### src/design/bst_pkg.sv
// shared types, token codes and keyword tables for the byte stream tokenizer
package bst_pkg;

	localparam int TOK_KIND_W = 5;
	localparam int TOK_POS_W  = 16;
	localparam int NUM_KW     = 5;

	localparam logic [TOK_KIND_W-1:0] K_EOF     = 5'd0;
	localparam logic [TOK_KIND_W-1:0] K_PLUS    = 5'd1;
	localparam logic [TOK_KIND_W-1:0] K_MINUS   = 5'd2;
	localparam logic [TOK_KIND_W-1:0] K_STAR    = 5'd3;
	localparam logic [TOK_KIND_W-1:0] K_SLASH   = 5'd4;
	localparam logic [TOK_KIND_W-1:0] K_SEMI    = 5'd5;
	localparam logic [TOK_KIND_W-1:0] K_LPAREN  = 5'd6;
	localparam logic [TOK_KIND_W-1:0] K_RPAREN  = 5'd7;
	localparam logic [TOK_KIND_W-1:0] K_LBRACE  = 5'd8;
	localparam logic [TOK_KIND_W-1:0] K_RBRACE  = 5'd9;
	localparam logic [TOK_KIND_W-1:0] K_EQUAL   = 5'd10;
	localparam logic [TOK_KIND_W-1:0] K_ASSIGN  = 5'd11;
	localparam logic [TOK_KIND_W-1:0] K_GREATER = 5'd12;
	localparam logic [TOK_KIND_W-1:0] K_LESS    = 5'd13;
	localparam logic [TOK_KIND_W-1:0] K_NUMBER  = 5'd14;
	localparam logic [TOK_KIND_W-1:0] K_IDENT   = 5'd15;
	localparam logic [TOK_KIND_W-1:0] K_KW0     = 5'd16;
	localparam logic [TOK_KIND_W-1:0] K_INVALID = 5'd21;

	typedef enum logic [1:0] {
		P_NONE  = 2'd0,
		P_NUM   = 2'd1,
		P_IDENT = 2'd2,
		P_EQ    = 2'd3
	} pend_t;

	typedef struct packed {
		logic                  space;
		logic                  digit;
		logic                  alpha;
		logic                  eq;
		logic                  op;
		logic [TOK_KIND_W-1:0] op_kind;
	} cls_t;

	typedef struct packed {
		logic [TOK_KIND_W-1:0] kind;
		logic [TOK_POS_W-1:0]  start;
		logic [TOK_POS_W-1:0]  length;
		logic [7:0]            bad;
		logic                  last;
	} tok_t;

	// keyword lengths: letbro, ifbro, elsebro, whilebro, printbro
	function automatic logic [3:0] kw_len(input int unsigned k);
		logic [3:0] r;
		case (k)
			0: r = 4'd6;
			1: r = 4'd5;
			2: r = 4'd7;
			3: r = 4'd8;
			4: r = 4'd8;
			default: r = 4'd0;
		endcase
		return r;
	endfunction

	function automatic logic [7:0] kw_char(input int unsigned k, input logic [2:0] i);
		logic [63:0] s;
		case (k)
			0: s = {"letbro", 16'h0};
			1: s = {"ifbro", 24'h0};
			2: s = {"elsebro", 8'h0};
			3: s = "whilebro";
			4: s = "printbro";
			default: s = 64'h0;
		endcase
		return s[63 - 8*i -: 8];
	endfunction

endpackage

### src/design/bst_classify.sv
// character class decode for one source byte
module bst_classify (
	input  logic [7:0]    ch,
	output bst_pkg::cls_t cls
);
	import bst_pkg::*;

	always_comb begin
		cls = '0;
		cls.space = (ch == 8'd32) || (ch >= 8'd9 && ch <= 8'd13);
		cls.digit = (ch >= "0" && ch <= "9");
		cls.alpha = (ch >= "a" && ch <= "z") || (ch >= "A" && ch <= "Z");
		cls.eq    = (ch == "=");
		cls.op    = 1'b1;
		case (ch)
			"+": cls.op_kind = K_PLUS;
			"-": cls.op_kind = K_MINUS;
			"*": cls.op_kind = K_STAR;
			"/": cls.op_kind = K_SLASH;
			";": cls.op_kind = K_SEMI;
			"(": cls.op_kind = K_LPAREN;
			")": cls.op_kind = K_RPAREN;
			"{": cls.op_kind = K_LBRACE;
			"}": cls.op_kind = K_RBRACE;
			">": cls.op_kind = K_GREATER;
			"<": cls.op_kind = K_LESS;
			default: begin
				cls.op      = 1'b0;
				cls.op_kind = K_INVALID;
			end
		endcase
	end

endmodule

### src/design/bst_tokq.sv
// four-entry token queue, up to two writes and one read per cycle
module bst_tokq (
	input  logic          clk,
	input  logic          arst_n,
	input  logic          push_a,
	input  logic          push_b,
	input  bst_pkg::tok_t data_a,
	input  bst_pkg::tok_t data_b,
	input  logic          pop,
	output bst_pkg::tok_t head,
	output logic [2:0]    count
);
	import bst_pkg::*;

	tok_t       mem_q [4];
	logic [1:0] wr_q;
	logic [1:0] rd_q;
	logic [2:0] cnt_q;
	logic [2:0] n_push;

	assign n_push = {2'b00, push_a} + {2'b00, push_b};
	assign head   = mem_q[rd_q];
	assign count  = cnt_q;

	always_ff @(posedge clk or negedge arst_n) begin
		if (!arst_n) begin
			wr_q  <= '0;
			rd_q  <= '0;
			cnt_q <= '0;
		end else begin
			wr_q  <= wr_q + n_push[1:0];
			rd_q  <= rd_q + {1'b0, pop};
			cnt_q <= cnt_q + n_push - {2'b00, pop};
		end
	end

	always_ff @(posedge clk) begin
		if (push_a) mem_q[wr_q] <= data_a;
		if (push_b) mem_q[wr_q + 2'd1] <= data_b;
	end

endmodule

### src/design/byte_stream_tokenizer.sv
// top level of the byte stream tokenizer: input register, token logic, token queue
//
//  channel | handshake               | payload
//  --------+-------------------------+-----------------------------------------------
//  source  | src_valid / src_ready   | source_byte, end_of_source, first_byte
//  token   | tok_valid / tok_ready   | token_kind, token_start, token_length,
//          |                         | invalid_char, last_of_run
//
//  one source request per cycle unless stalled; a request is registered, decoded and its
//  zero, one or two tokens land in a four-entry queue, which drains one token a cycle
//  while tok_ready is high; that sets the rate when requests give two tokens
//  arst_n clears position, pending token, keyword bits, end-of-file flag and the queue
//  a request waits in the input register while fewer than two queue slots are free
module byte_stream_tokenizer #(
	parameter int POSITION_BITS = 16
) (
	input  logic                             clk,
	input  logic                             arst_n,
	input  logic                             src_valid,
	output logic                             src_ready,
	input  logic [7:0]                       source_byte,
	input  logic                             end_of_source,
	input  logic                             first_byte,
	output logic                             tok_valid,
	input  logic                             tok_ready,
	output logic [bst_pkg::TOK_KIND_W-1:0]   token_kind,
	output logic [bst_pkg::TOK_POS_W-1:0]    token_start,
	output logic [bst_pkg::TOK_POS_W-1:0]    token_length,
	output logic [7:0]                       invalid_char,
	output logic                             last_of_run
);
	import bst_pkg::*;

	localparam int PB = POSITION_BITS;
	localparam logic [PB-1:0] POS_MAX = {PB{1'b1}};
	localparam logic [NUM_KW-1:0] LIVE_ALL = {NUM_KW{1'b1}};

	// input register
	logic       valid_s1;
	logic [7:0] byte_s1;
	logic       eos_s1;
	logic       first_s1;

	// tokenizer state
	logic [PB-1:0]     pos_q;
	pend_t             pkind_q;
	logic [PB-1:0]     pstart_q;
	logic [PB-1:0]     plen_q;
	logic [NUM_KW-1:0] live_q;
	logic              fin_q;

	// state as seen by this request, after a restart if first_byte is set
	logic [PB-1:0]     e_pos, e_start, e_len;
	pend_t             e_kind;
	logic [NUM_KW-1:0] e_live;
	logic              e_fin;

	logic [PB-1:0]     nx_pos, nx_start, nx_len;
	pend_t             nx_kind;
	logic [NUM_KW-1:0] nx_live;
	logic              nx_fin;

	cls_t              cls;
	logic              advance;
	logic [2:0]        q_count;
	logic              push_a, push_b;
	tok_t              res_a, res_b, close_tok, fresh_tok, head;
	logic              close_v, fresh_v;
	logic [NUM_KW-1:0] trk_live, first_live;
	logic [TOK_KIND_W-1:0] id_kind;

	function automatic logic [TOK_POS_W-1:0] sat16(input logic [PB-1:0] v);
		logic [31:0] w;
		w = 32'(v);
		return (w > 32'h0000_FFFF) ? 16'hFFFF : w[15:0];
	endfunction

	bst_classify u_cls (
		.ch  (byte_s1),
		.cls (cls)
	);

	// a request leaves the input register only when two queue slots are free
	assign advance   = valid_s1 && (q_count <= 3'd2);
	assign src_ready = !valid_s1 || advance;

	always_ff @(posedge clk or negedge arst_n) begin
		if (!arst_n) begin
			valid_s1 <= 1'b0;
		end else if (src_ready) begin
			valid_s1 <= src_valid;
		end
	end

	always_ff @(posedge clk) begin
		if (src_ready && src_valid) begin
			byte_s1  <= source_byte;
			eos_s1   <= end_of_source;
			first_s1 <= first_byte;
		end
	end

	// restart view
	always_comb begin
		if (first_s1) begin
			e_pos   = '0;
			e_kind  = P_NONE;
			e_start = '0;
			e_len   = '0;
			e_live  = LIVE_ALL;
			e_fin   = 1'b0;
		end else begin
			e_pos   = pos_q;
			e_kind  = pkind_q;
			e_start = pstart_q;
			e_len   = plen_q;
			e_live  = live_q;
			e_fin   = fin_q;
		end
	end

	// keyword match tracking, all five compared in parallel
	always_comb begin
		for (int k = 0; k < NUM_KW; k++) begin
			trk_live[k] = e_live[k] && (32'(e_len) < 32'(kw_len(k)))
				&& (kw_char(k, e_len[2:0]) == byte_s1);
			first_live[k] = (kw_char(k, 3'd0) == byte_s1);
		end
	end

	// identifier kind on close, first live keyword of full length wins
	always_comb begin
		id_kind = K_IDENT;
		for (int k = NUM_KW - 1; k >= 0; k--) begin
			if (e_live[k] && (32'(e_len) == 32'(kw_len(k))))
				id_kind = K_KW0 + TOK_KIND_W'(k);
		end
	end

	// token for a pending run being closed
	always_comb begin
		close_tok       = '0;
		close_tok.start = sat16(e_start);
		close_tok.length = sat16(e_len);
		close_v         = (e_kind != P_NONE);
		case (e_kind)
			P_NUM:   close_tok.kind = K_NUMBER;
			P_IDENT: close_tok.kind = id_kind;
			P_EQ: begin
				close_tok.kind   = K_ASSIGN;
				close_tok.length = 16'd1;
			end
			default: close_tok.kind = K_EOF;
		endcase
	end

	// single-byte token when the byte starts afresh
	always_comb begin
		fresh_tok        = '0;
		fresh_tok.start  = sat16(e_pos);
		fresh_tok.length = 16'd1;
		fresh_v          = 1'b0;
		if (cls.op) begin
			fresh_v        = 1'b1;
			fresh_tok.kind = cls.op_kind;
		end else if (!cls.space && !cls.eq && !cls.digit && !cls.alpha) begin
			fresh_v        = 1'b1;
			fresh_tok.kind = K_INVALID;
			fresh_tok.bad  = byte_s1;
		end
	end

	// main decision for one request
	always_comb begin
		nx_pos   = e_pos;
		nx_kind  = e_kind;
		nx_start = e_start;
		nx_len   = e_len;
		nx_live  = e_live;
		nx_fin   = e_fin;
		push_a   = 1'b0;
		push_b   = 1'b0;
		res_a    = close_tok;
		res_b    = '0;
		if (!e_fin) begin
			if (eos_s1 || byte_s1 == 8'd0) begin
				// close anything pending, then end of file
				res_b.kind  = K_EOF;
				res_b.start = sat16(e_pos);
				if (close_v) begin
					push_a = 1'b1;
					push_b = 1'b1;
				end else begin
					res_a  = res_b;
					push_a = 1'b1;
				end
				nx_kind = P_NONE;
				nx_len  = '0;
				nx_live = LIVE_ALL;
				nx_fin  = 1'b1;
			end else if (e_kind == P_NUM && cls.digit) begin
				if (e_len != POS_MAX) nx_len = e_len + 1'b1;
			end else if (e_kind == P_IDENT && (cls.alpha || cls.digit)) begin
				nx_live = trk_live;
				if (e_len != POS_MAX) nx_len = e_len + 1'b1;
			end else if (e_kind == P_EQ && cls.eq) begin
				res_a.kind   = K_EQUAL;
				res_a.length = 16'd2;
				push_a       = 1'b1;
				nx_kind      = P_NONE;
				nx_len       = '0;
			end else begin
				nx_kind = P_NONE;
				nx_len  = '0;
				nx_live = LIVE_ALL;
				if (close_v && fresh_v) begin
					push_a = 1'b1;
					push_b = 1'b1;
					res_b  = fresh_tok;
				end else if (close_v) begin
					push_a = 1'b1;
				end else if (fresh_v) begin
					push_a = 1'b1;
					res_a  = fresh_tok;
				end
				// the byte may open a new run
				if (cls.eq || cls.digit || cls.alpha) begin
					nx_start = e_pos;
					nx_len   = PB'(1);
					if (cls.eq) begin
						nx_kind = P_EQ;
					end else if (cls.digit) begin
						nx_kind = P_NUM;
					end else begin
						nx_kind = P_IDENT;
						nx_live = first_live;
					end
				end
			end
			if (!nx_fin && e_pos != POS_MAX) nx_pos = e_pos + 1'b1;
		end
		// mark the last token of this request
		if (push_b) res_b.last = 1'b1;
		else        res_a.last = 1'b1;
	end

	always_ff @(posedge clk or negedge arst_n) begin
		if (!arst_n) begin
			pos_q    <= '0;
			pkind_q  <= P_NONE;
			pstart_q <= '0;
			plen_q   <= '0;
			live_q   <= LIVE_ALL;
			fin_q    <= 1'b0;
		end else if (advance) begin
			pos_q    <= nx_pos;
			pkind_q  <= nx_kind;
			pstart_q <= nx_start;
			plen_q   <= nx_len;
			live_q   <= nx_live;
			fin_q    <= nx_fin;
		end
	end

	bst_tokq u_q (
		.clk    (clk),
		.arst_n (arst_n),
		.push_a (advance && push_a),
		.push_b (advance && push_b),
		.data_a (res_a),
		.data_b (res_b),
		.pop    (tok_valid && tok_ready),
		.head   (head),
		.count  (q_count)
	);

	assign tok_valid    = (q_count != 3'd0);
	assign token_kind   = head.kind;
	assign token_start  = head.start;
	assign token_length = head.length;
	assign invalid_char = head.bad;
	assign last_of_run  = head.last;

endmodule

### config.mk
export PLATFORM = sky130hd
export DESIGN_NAME = byte_stream_tokenizer
export DESIGN_NICKNAME = d
export VERILOG_FILES = /design/src/design/bst_pkg.sv /design/src/design/bst_classify.sv /design/src/design/bst_tokq.sv /design/src/design/byte_stream_tokenizer.sv
export SDC_FILE = /design/constraint.sdc
export NUM_CORES = 1
export LEC_CHECK = 0
export BUFFER_PORTS_ARGS = -buffer_cell sky130_fd_sc_hd__buf_2
export CORE_MARGIN = 1
export CORE_UTILIZATION = 41
export CTS_CLUSTER_DIAMETER = 80
export DETAILED_ROUTE_END_ITERATION = 12
export PLACE_DENSITY = 0.67
export SYNTH_ARGS = -nofsm -noshare
export SYNTH_HDL_FRONTEND = slang
export SYNTH_SLANG_ARGS = --single-unit
### constraint.sdc
create_clock -name clk -period 3.98 [get_ports clk]
set_input_delay 0.199 -clock clk [delete_from_list [all_inputs] [get_ports clk]]
set_output_delay 0.199 -clock clk [all_outputs]
set_load 0.01 [all_outputs]
# [Word level (Yosys, flattened, before mapping)]
# Memory sizes are Yosys's and may differ from the RTL's.
# Cells that the tools add are included.
[op_classes] n_addsub=9 order_cmp=13 n_eq_ne=32 shifts=5 muxes=95 n_reduce_logical=49
[ops] op="46-bit two-way mux" count=13
[ops] op="71-bit by 33-bit indexed part select with 8-bit output, first input constant" count=5
[ops] op="16-bit two-way mux" count=19
[ops] op="8-bit by 6-bit equality test with 1-bit output, second input constant" count=11
[ops] op="5-bit two-way mux" count=17
[ops] op="5-bit one-hot mux with 11 select lines" count=1
[ops] op="16-bit by 3-bit equality test with 1-bit output, second input constant" count=3
[ops] op="16-bit by 3-bit < comparator with 1-bit output, second input constant" count=3
[ops] op="7-bit by 8-bit equality test with 1-bit output, first input constant" count=5
[ops] op="8-bit equality test" count=5
[ops] op="16-bit by 1-bit adder with 16-bit output, second input constant" count=2
[ops] op="1-bit logical AND" count=32
[ops] op="16-bit inequality test, second input constant" count=2
[ops] op="1-bit two-way mux" count=30
[ops] op="25-bit two-way mux" count=1
[ops] op="21-bit two-way mux" count=1
[ops] op="2-bit two-way mux" count=9
[ops] op="16-bit by 4-bit equality test with 1-bit output, second input constant" count=1
[ops] op="8-bit by 7-bit equality test with 1-bit output, second input constant" count=2
[ops] op="8-bit by 7-bit >= comparator with 1-bit output, second input constant" count=2
[ops] op="8-bit by 7-bit <= comparator with 1-bit output, second input constant" count=2
[ops] op="16-bit by 4-bit < comparator with 1-bit output, second input constant" count=1
[ops] op="8-bit two-way mux" count=2
[ops] op="5-bit one-hot mux with 3 select lines" count=1
[ops] op="21 further kinds" count=33
[totals] regBits=74 ram_bits=184 input_bits=14 out_inout_bits=48 elab_cells=217 mem_count=1
[memory_table] name="u_q.mem_q" words=4 word_bits=46 read_ports=1 rd_clocked_by_memory_dff=0 wr=2 line_no="bst_tokq.sv:15" rtl="tok_t mem_q [4];"

# [Depth between registers and ports, before layout]
# Gate-level depths: netlist (run 1).
[depth] ltp_word=21 mapped_depth=14 mapped_depth_nobuf=11

# [Cells and area by module]
# From an unflattened synthesis (run 1), not the netlist that was laid out.
[hier_totals] hier_cells=1259 area_unflattened_um2=15458.6
[by_module_without_submodules] mod="bst_tokq" instances=1 cells_per_inst=481 area_per_inst_um2=9517.9 seq_area_each_um2=5700.5
[by_module_without_submodules] mod="byte_stream_tokenizer" instances=1 cells_per_inst=728 area_per_inst_um2=5631.7 seq_area_each_um2=1732.9
[by_module_without_submodules] mod="bst_classify" instances=1 cells_per_inst=50 area_per_inst_um2=309.0 seq_area_each_um2=0.0

# [Worst setup path before layout (run 1)]
# No wires, ideal clock.
[synth_timing] path_type="register to register" startpoint="register first_s1" endpoint="register pos_q[15]" setup_ps=134 arrival_ps=3296 required_ps=3846 slack_ps=550 path_stages_with_launch=15 path_buffers=4 period_less_slack_ps=3430 path_cell_list="edfxtp_1 -> clkbuf_2 -> clkbuf_1 -> clkbuf_1 -> clkbuf_1 -> nand2b_1 -> inv_1 -> ha_1 -> nand4b_1 -> nor4_1 -> a2111oi_0 -> nand4_1 -> nor4_1 -> xnor2_1 -> o21ai_0"
[synth_via] elab_chain_cells=5 word_cells_on_any_way=7 classes_between="1 x add/sub; 1 x eq/ne; 4 x mux; 1 x reduce/logical"
[synth_rtl] element="start, declared" line_no="byte_stream_tokenizer.sv:42" rtl="logic first_s1;"
[synth_rtl] element="start signal, assigned" line_no="byte_stream_tokenizer.sv:99" rtl="first_s1 <= first_byte;"
[synth_rtl] element="parallel branches: the longest is 4 deep, another holds 16-bit by 1-bit adder with 16-bit output"
[synth_rtl] element="16-bit two-way mux (*)" line_no="byte_stream_tokenizer.sv:185" rtl="if (!e_fin) begin"
[synth_rtl] element="end signal, assigned" line_no="byte_stream_tokenizer.sv:256" rtl="pos_q <= nx_pos;"
[synth_rtl] element="end, declared" line_no="byte_stream_tokenizer.sv:45" rtl="logic [PB-1:0] pos_q;"
# Every way passes the cells marked *.
# A chain may end at the register's enable or synchronous reset.

==> flow_metrics.py, run 1 <==
metrics = {
    "worst_setup_path": {
        "max_stage_delay_ns": 0.60,
        "endpoint_kind": "register",
        "startpoint_type": "register",
        "r2r_end": "u_q.mem_q[1][1]",
        "setup.worst_path.start": "byte_s1[5]",
        "critPathKind": "reg -> reg",
        "r2r_cells": 9,
        "cp.required_ns": 4.26,
        "cp.arrival_ns": 3.83,
        "critPathSlowestCell": "nor4_1",
        "path_cells": "nor4_1 -> o2111ai_1 -> o211a_2 -> a211oi_4 -> buf_4 -> nor3_2 -> nor2_2 -> inv_1 -> buf_12",
        "worstPathMaxFanout": 31,
        "worstReg2RegStart": "byte_s1[5]",
        "regToRegSetupSlack_ns": 0.43,
        "cp-endpoint": "u_q.mem_q[1][1]",
    },
    "logic_synthesis": {
        "synthCells": 1297,
        "synthTopCellsByCount": "134 x edfxtp_1, 98 x nand2_1, 72 x nor2_1, 66 x clkbuf_1, 63 x o22ai_1",
        "synth_cell_types": 86,
        "synth_area_um2": 14090,
        "ys_ff_latch": 258,
        "syn_avg_cell_area_um2": 10.86,
        "ys_seq_area_share_pct": 48.49,
        "yosys_warnings": 0,
        "synth.most_common_cell": "edfxtp_1",
        "yosys.area.top_type": "edfxtp_1",
        "yosys.area.top_type_share_pct": 28.56,
        "synth_async_sr_flop_share_pct": 24.81,
        "synth.area.top_cells": "edfxtp_1 29%, dfrtp_1 10%, dfxtp_1 8.5%",
        "ys.flop_type": "edfxtp_1",
        "synth_edf_count": 134,
        "syn_nets": 1327,
    },
    "sta": {
        "min_period_over_period_pct": 89.30,
        "tightest_slew_ns": 1.073,
        "finalClockSkew_ns": 0.01688,
        "whs_ns": 0.03220,
        "setup_viol": 0,
        "hold_violations": 0,
        "setup-tns-final_ns": 0,
        "slew_headroom_pct": 28.48,
        "drv_slew": 0,
        "rsz0062_at_grt": "no",
        "period_minus_slack_ns": 3.554,
        "max_freq_mhz": 281.4,
    },
    "detailed_routing": {
        "drt-total-wl_um": 42080,
        "drtIter0Drc": 1328,
        "via_per_inst": 6.412,
        "ant_nets": 0,
        "num_vias": 11620,
        "firstDrtPassIters": 8,
        "drc": 0,
        "wl_per_cell_um": 23.22,
    },
    "place": {
        "io_buffers": 61,
        "place_hpwl_um": 28110,
        "gp_congestion": 0.9619,
    },
    "power": {
        "leakagePower_nw": 5.606,
        "ir_drop_uv": 416.0,
        "powerDensity_nw_per_um2": 627.6,
    },
    "clock_network": {
        "post-cts-setup-buffer-count": 0,
        "numCtsBuffers": 27,
        "cts_sinks": 258,
        "path_clk_slew_ns": 0.06,
        "cts-root-buf": "clkbuf_16",
        "clk_latency_ns": 0.54,
        "htreeDepth": 1,
        "cts_resized": 0,
        "clockBufferDepth": 3,
        "cts-hold-fix-buffers": 12,
        "cts_tree": "yes",
    },
    "floorplanning": {
        "start_util_pct": 41.81,
        "dieArea_um2": 35110,
        "dieHeight_um": 187.4,
        "placeableCoreArea_um2": 33700,
        "row_count": 67,
        "boundaryPins": 62,
        "die_w_um": 187.4,
    },
    "finish": {
        "drive_gt1_share_pct": 18.55,
        "finalNetCount": 1374,
        "n_antenna_cell": 0,
        "area_delta_synth_final_pct": 13.84,
        "fillCellCount": 3114,
    },
    "global_route": {
        "grt_pass1_vias": 11600,
        "overflow": 0,
        "grt_pass1_wl_um": 66300,
        "grt_antenna_before_repair": 0,
        "grt_max_degree": 54,
        "track_usage_pct": 23.82,
    },
    "job": {
        "drv_cap": 0,
    },
    "hold_path": {
        "hold_class": "in -> reg",
    },
    "status": {
        "outcome": "finished clean",
    },
}
[registers in the layout (all words and copies together) (netlist names)]
| signal | cells |
|---|---|
| byte_s1 | 8 |
| eos_s1 | 1 |
| fin_q | 1 |
| first_s1 | 1 |
| live_q | 5 |
| pkind_q | 2 |
| plen_q | 16 |
| pos_q | 16 |
| pstart_q | 16 |
| u_q.count | 3 |
| u_q.mem_q | 184 |
| u_q.rd_q | 2 |
| u_q.wr_q | 2 |
| valid_s1 | 1 |
[where the power goes]
group / switching, mW / total (mW) / internal [mW] / leakage, nW
combinational: 2.36 / 3.78 / 1.42 / 2.58
clock: 1.07 / 2.64 / 1.56 / 0.443
sequential: 0.439 / 3.65 / 3.21 / 2.58
total: 3.87 / 10.1 / 6.20 / 5.61
[kinds of logic after synthesis]
family                     count (synthesis)  share of synthesized area [%]
xor gates and xnor gates                  38                          2.362
buffers and inverters                    139                          4.085
DFF                                      258                          48.49
and+or+nand+nor                          401                          15.11
AOI/OAI and AO/OA                        388                          20.32
muxes                                     57                          8.152
adders and majority gates                 16                          1.474
[area by class of cell]
| cell class | instances | area [um^2] | area share (%) |
|---|---|---|---|
| Sequential cell | 258 | 6838 | 42.63 |
| Multi-Input combinational cell | 900 | 6688 | 41.69 |
| Timing Repair Buffer | 132 | 930.9 | 5.803 |
| Clock inverter | 16 | 201.4 | 1.256 |
| Inverter | 25 | 93.84 | 0.5850 |
| Clock buffer | 33 | 728.2 | 4.540 |
| Tap cell | 448 | 560.5 | 3.495 |
[through the flow]
stage	worst slack [ns]	total power [mW]	util (%)	instance area, um^2	std cells
3_5_place_dp	0.4770	7.436	44.48	14990	1751
2_1_floorplan	0.5499	6.061	-	14090	1297
5_1_grt	0.1089	10.52	47.60	16040	1812
3_3_place_gp	0.5593	7.338	44.48	14990	1751
6_report	0.4260	10.07	47.60	16040	1812
4_1_cts	0.4463	10.07	47.60	16040	1812
[how the worst min path moves through the flow]
| stage | from | to | slack (ns) | depth (start not counted) |
|---|---|---|---|---|
| floorplan | arst_n | fin_q | -0.1 | 0 |
| finish | tok_ready | u_q.rd_q[0] | 0.03 | 3 |
| CTS | tok_ready | u_q.rd_q[0] | 0.02 | 3 |
| detailed placement | arst_n | plen_q[13] | 0.25 | 1 |
| global route | tok_ready | u_q.rd_q[0] | 0.04 | 3 |
| global placement | arst_n | plen_q[13] | 0.25 | 1 |
[per-layer routing]
layer | GRT usage [%] | vias to the layer above | wire [um]
met5 | 0 | - | 0
li1 | - | 5179 | -
met1 | 30.77 | 5828 | 17180
met3 | 3.321 | 94 | 3057
met2 | 40.53 | 517 | 20510
met4 | 9.068 | 0 | 1324
[cells in the final DEF (no fill, tap or decap), types with 10 or more instances in the layout]
master           n
edfxtp_1       134
nand2_1         98
nor2_1          72
o22ai_1         63
o21ai_0         61
buf_2           61
dfxtp_1         60
dfrtp_1         57
buf_4           54
a32o_1          47
mux4_2          46
a21oi_1         41
nand3_1         36
o32ai_1         34
nor3_1          31
o2bb2ai_1       31
nand2b_1        29
nor2b_1         27
clkbuf_16       27
inv_1           23
xnor2_1         22
o211ai_1        16
xor2_1          16
and2_1          15
ha_1            15
nor4_1          14
nand4_1         13
dlygate4sd3_1   12
or3_1           11
a31oi_1         10
[worst max-delay path, delay by kind of cell, from the launching register on]
family / cells / cell delay [ns]
DFF: 1 / 0.56
AOI/OAI and AO/OA: 3 / 0.81
buffers and inverters: 3 / 0.64
and+or+nand+nor: 3 / 1.25
Note: power is estimated with default switching activity, not from simulation.
==> run 2, diff against run 1 <==
- PLACE_DENSITY: 0.67 -> 0.65
==> run 2 against run 1 <==
Effect of this change: clock power up 8.7%; global-route usage about the same; routed wire length about the same; critical path depth up 1; count of clock-buffer cells in the layout down 4; sequential power about the same; setup slack worse by 0.083 ns; highest routed layer unchanged.
==> flow_metrics.py, run 2 (synthesis gave the netlist of run 1 again) <==
metrics = {
    "global_route": {
        "grt_max_degree": 48,
        "overflow": 0,
        "grt_antenna_before_repair": 0,
        "track_usage_pct": 23.84,
        "grt_pass1_vias": 11350,
        "grt_pass1_wl_um": 66330,
    },
    "clock_network": {
        "cts-root-buf": "clkbuf_16",
        "cts_resized": 0,
        "cts-hold-fix-buffers": 12,
        "cts_sinks": 258,
        "path_clk_slew_ns": 0.06,
        "clockBufferDepth": 3,
        "post-cts-setup-buffer-count": 0,
        "htreeDepth": 1,
        "cts_tree": "yes",
        "numCtsBuffers": 27,
        "clk_latency_ns": 0.54,
    },
    "detailed_routing": {
        "firstDrtPassIters": 5,
        "via_per_inst": 6.350,
        "drtIter0Drc": 1002,
        "num_vias": 11520,
        "drc": 0,
        "wl_per_cell_um": 23.21,
        "ant_nets": 0,
        "drt-total-wl_um": 42110,
    },
    "worst_setup_path": {
        "worstPathMaxFanout": 18,
        "critPathSlowestCell": "nand2_1",
        "startpoint_type": "register",
        "cp.arrival_ns": 4.01,
        "crit_family": "simple AND/OR/NAND/NOR gates",
        "endpoint_kind": "register",
        "path_cells": "buf_4 -> or4_1 -> o221ai_2 -> o21ai_1 -> buf_4 -> and2_4 -> nor3_4 -> nand2_1 -> buf_4 -> o22ai_1",
        "critPathKind": "reg -> reg",
        "cp.required_ns": 4.35,
        "max_stage_delay_ns": 0.61,
        "path_buf_inv": 3,
        "crit_top_cell": "buf_4",
    },
    "finish": {
        "fillCellCount": 3064,
        "layout_commonest_cell": "edfxtp_1",
        "final_cell_mix": "134 x edfxtp_1, 98 x nand2_1, 72 x nor2_1",
        "area_delta_synth_final_pct": 14.54,
        "multiInputGateArea_um2": 6688,
        "largest_register_ffs": 184,
        "n_antenna_cell": 0,
        "instances_no_fill": 1814,
        "regMostFlops": "u_q.mem_q",
        "final_cell_area_um2": 16140,
        "drive_gt1_share_pct": 18.67,
        "finalNetCount": 1375,
        "ff_latch_area_um2": 6838,
    },
    "job": {
        "drv_cap": 0,
    },
    "sta": {
        "max_freq_mhz": 274.9,
        "tightest_slew_ns": 1.328,
        "setup-tns-final_ns": 0,
        "slew_headroom_pct": 10.33,
        "setup_viol": 0,
        "min_period_over_period_pct": 91.39,
        "rsz0062_at_grt": "no",
        "hold_violations": 0,
        "finalClockSkew_ns": 0.01309,
        "drv_slew": 0,
        "period_minus_slack_ns": 3.637,
    },
    "floorplanning": {
        "boundaryPins": 62,
        "start_util_pct": 41.81,
        "dieArea_um2": 35110,
        "dieHeight_um": 187.4,
        "placeableCoreArea_um2": 33700,
        "die_w_um": 187.4,
        "row_count": 67,
    },
    "place": {
        "dp_cells": 1752,
        "io_buffers": 61,
        "dpl_cell_area_um2": 15000,
        "gp_congestion": 0.9101,
        "place_hpwl_um": 28550,
    },
    "power": {
        "leakagePower_nw": 5.660,
        "powerDensity_nw_per_um2": 637.1,
        "ir_drop_uv": 350.9,
    },
    "hold_path": {
        "hold_class": "in -> reg",
    },
    "status": {
        "outcome": "finished clean",
    },
}
-- run 2: per-layer routing --
| metal | wire (um) | GRT usage, % | up-vias |
|---|---|---|---|
| li1 | - | - | 5171 |
| met5 | 0 | 0 | - |
| met3 | 2324 | 2.683 | 89 |
| met4 | 1134 | 7.911 | 0 |
| met2 | 21070 | 40.84 | 457 |
| met1 | 17580 | 31.43 | 5801 |
-- run 2: area by class of cell --
cell class	instances	area share, %
clock buffers	29	4.357
multi-input cells	900	41.44
repair buffers	133	5.815
inverters	25	0.5815
well taps	448	3.473
flip-flops and latches	258	42.37
clock inverters	21	1.962
-- run 2: worst reg2reg max path, stage by stage (launching register included) --
cell      delay (ns)
edfxtp_1        0.40
buf_4           0.21
or4_1           0.57
o221ai_2        0.27
o21ai_1         0.09
buf_4           0.17
and2_4          0.20
nor3_4          0.33
nand2_1         0.61
buf_4           0.42
o22ai_1         0.20
-- run 2: worst paths after layout --
path / startpoint / end / slack (ns) / cells past startpoint
max in group asynchronous: arst_n / pstart_q[7] / 2.69 / 3
setup / recovery: byte_s1[2] / u_q.mem_q[2][42] / 0.34 / 10
setup reg to reg: byte_s1[2] / u_q.mem_q[2][42] / 0.34 / 10
min in group asynchronous: arst_n / plen_q[5] / 0.30 / 2
hold / removal: tok_ready / u_q.rd_q[0] / 0.07 / 3
hold reg to reg: u_q.mem_q[2][14] / u_q.mem_q[2][14] / 0.46 / 1
-- run 2: per-stage QoR --
stage / hold slack (ns) / power (mW) / setup WS [ns] / util, %
4_1_cts: 0.06100 / 10.31 / 0.3713 / 47.89
2_1_floorplan: -0.09659 / 6.061 / 0.5499 / -
6_report: 0.07289 / 10.28 / 0.3426 / 47.89
3_5_place_dp: 0.3570 / 7.431 / 0.3898 / 44.51
3_3_place_gp: 0.3398 / 7.349 / 0.4917 / 44.51
5_1_grt: 0.07824 / 10.76 / 0.2204 / 47.89
-- run 2: report_power, final --
part / internal, mW / total (mW) / switching [mW]
sequential: 3.21 / 3.65 / 0.439
clock: 1.80 / 2.87 / 1.07
combinational: 1.42 / 3.76 / 2.34
total: 6.43 / 10.3 / 3.86
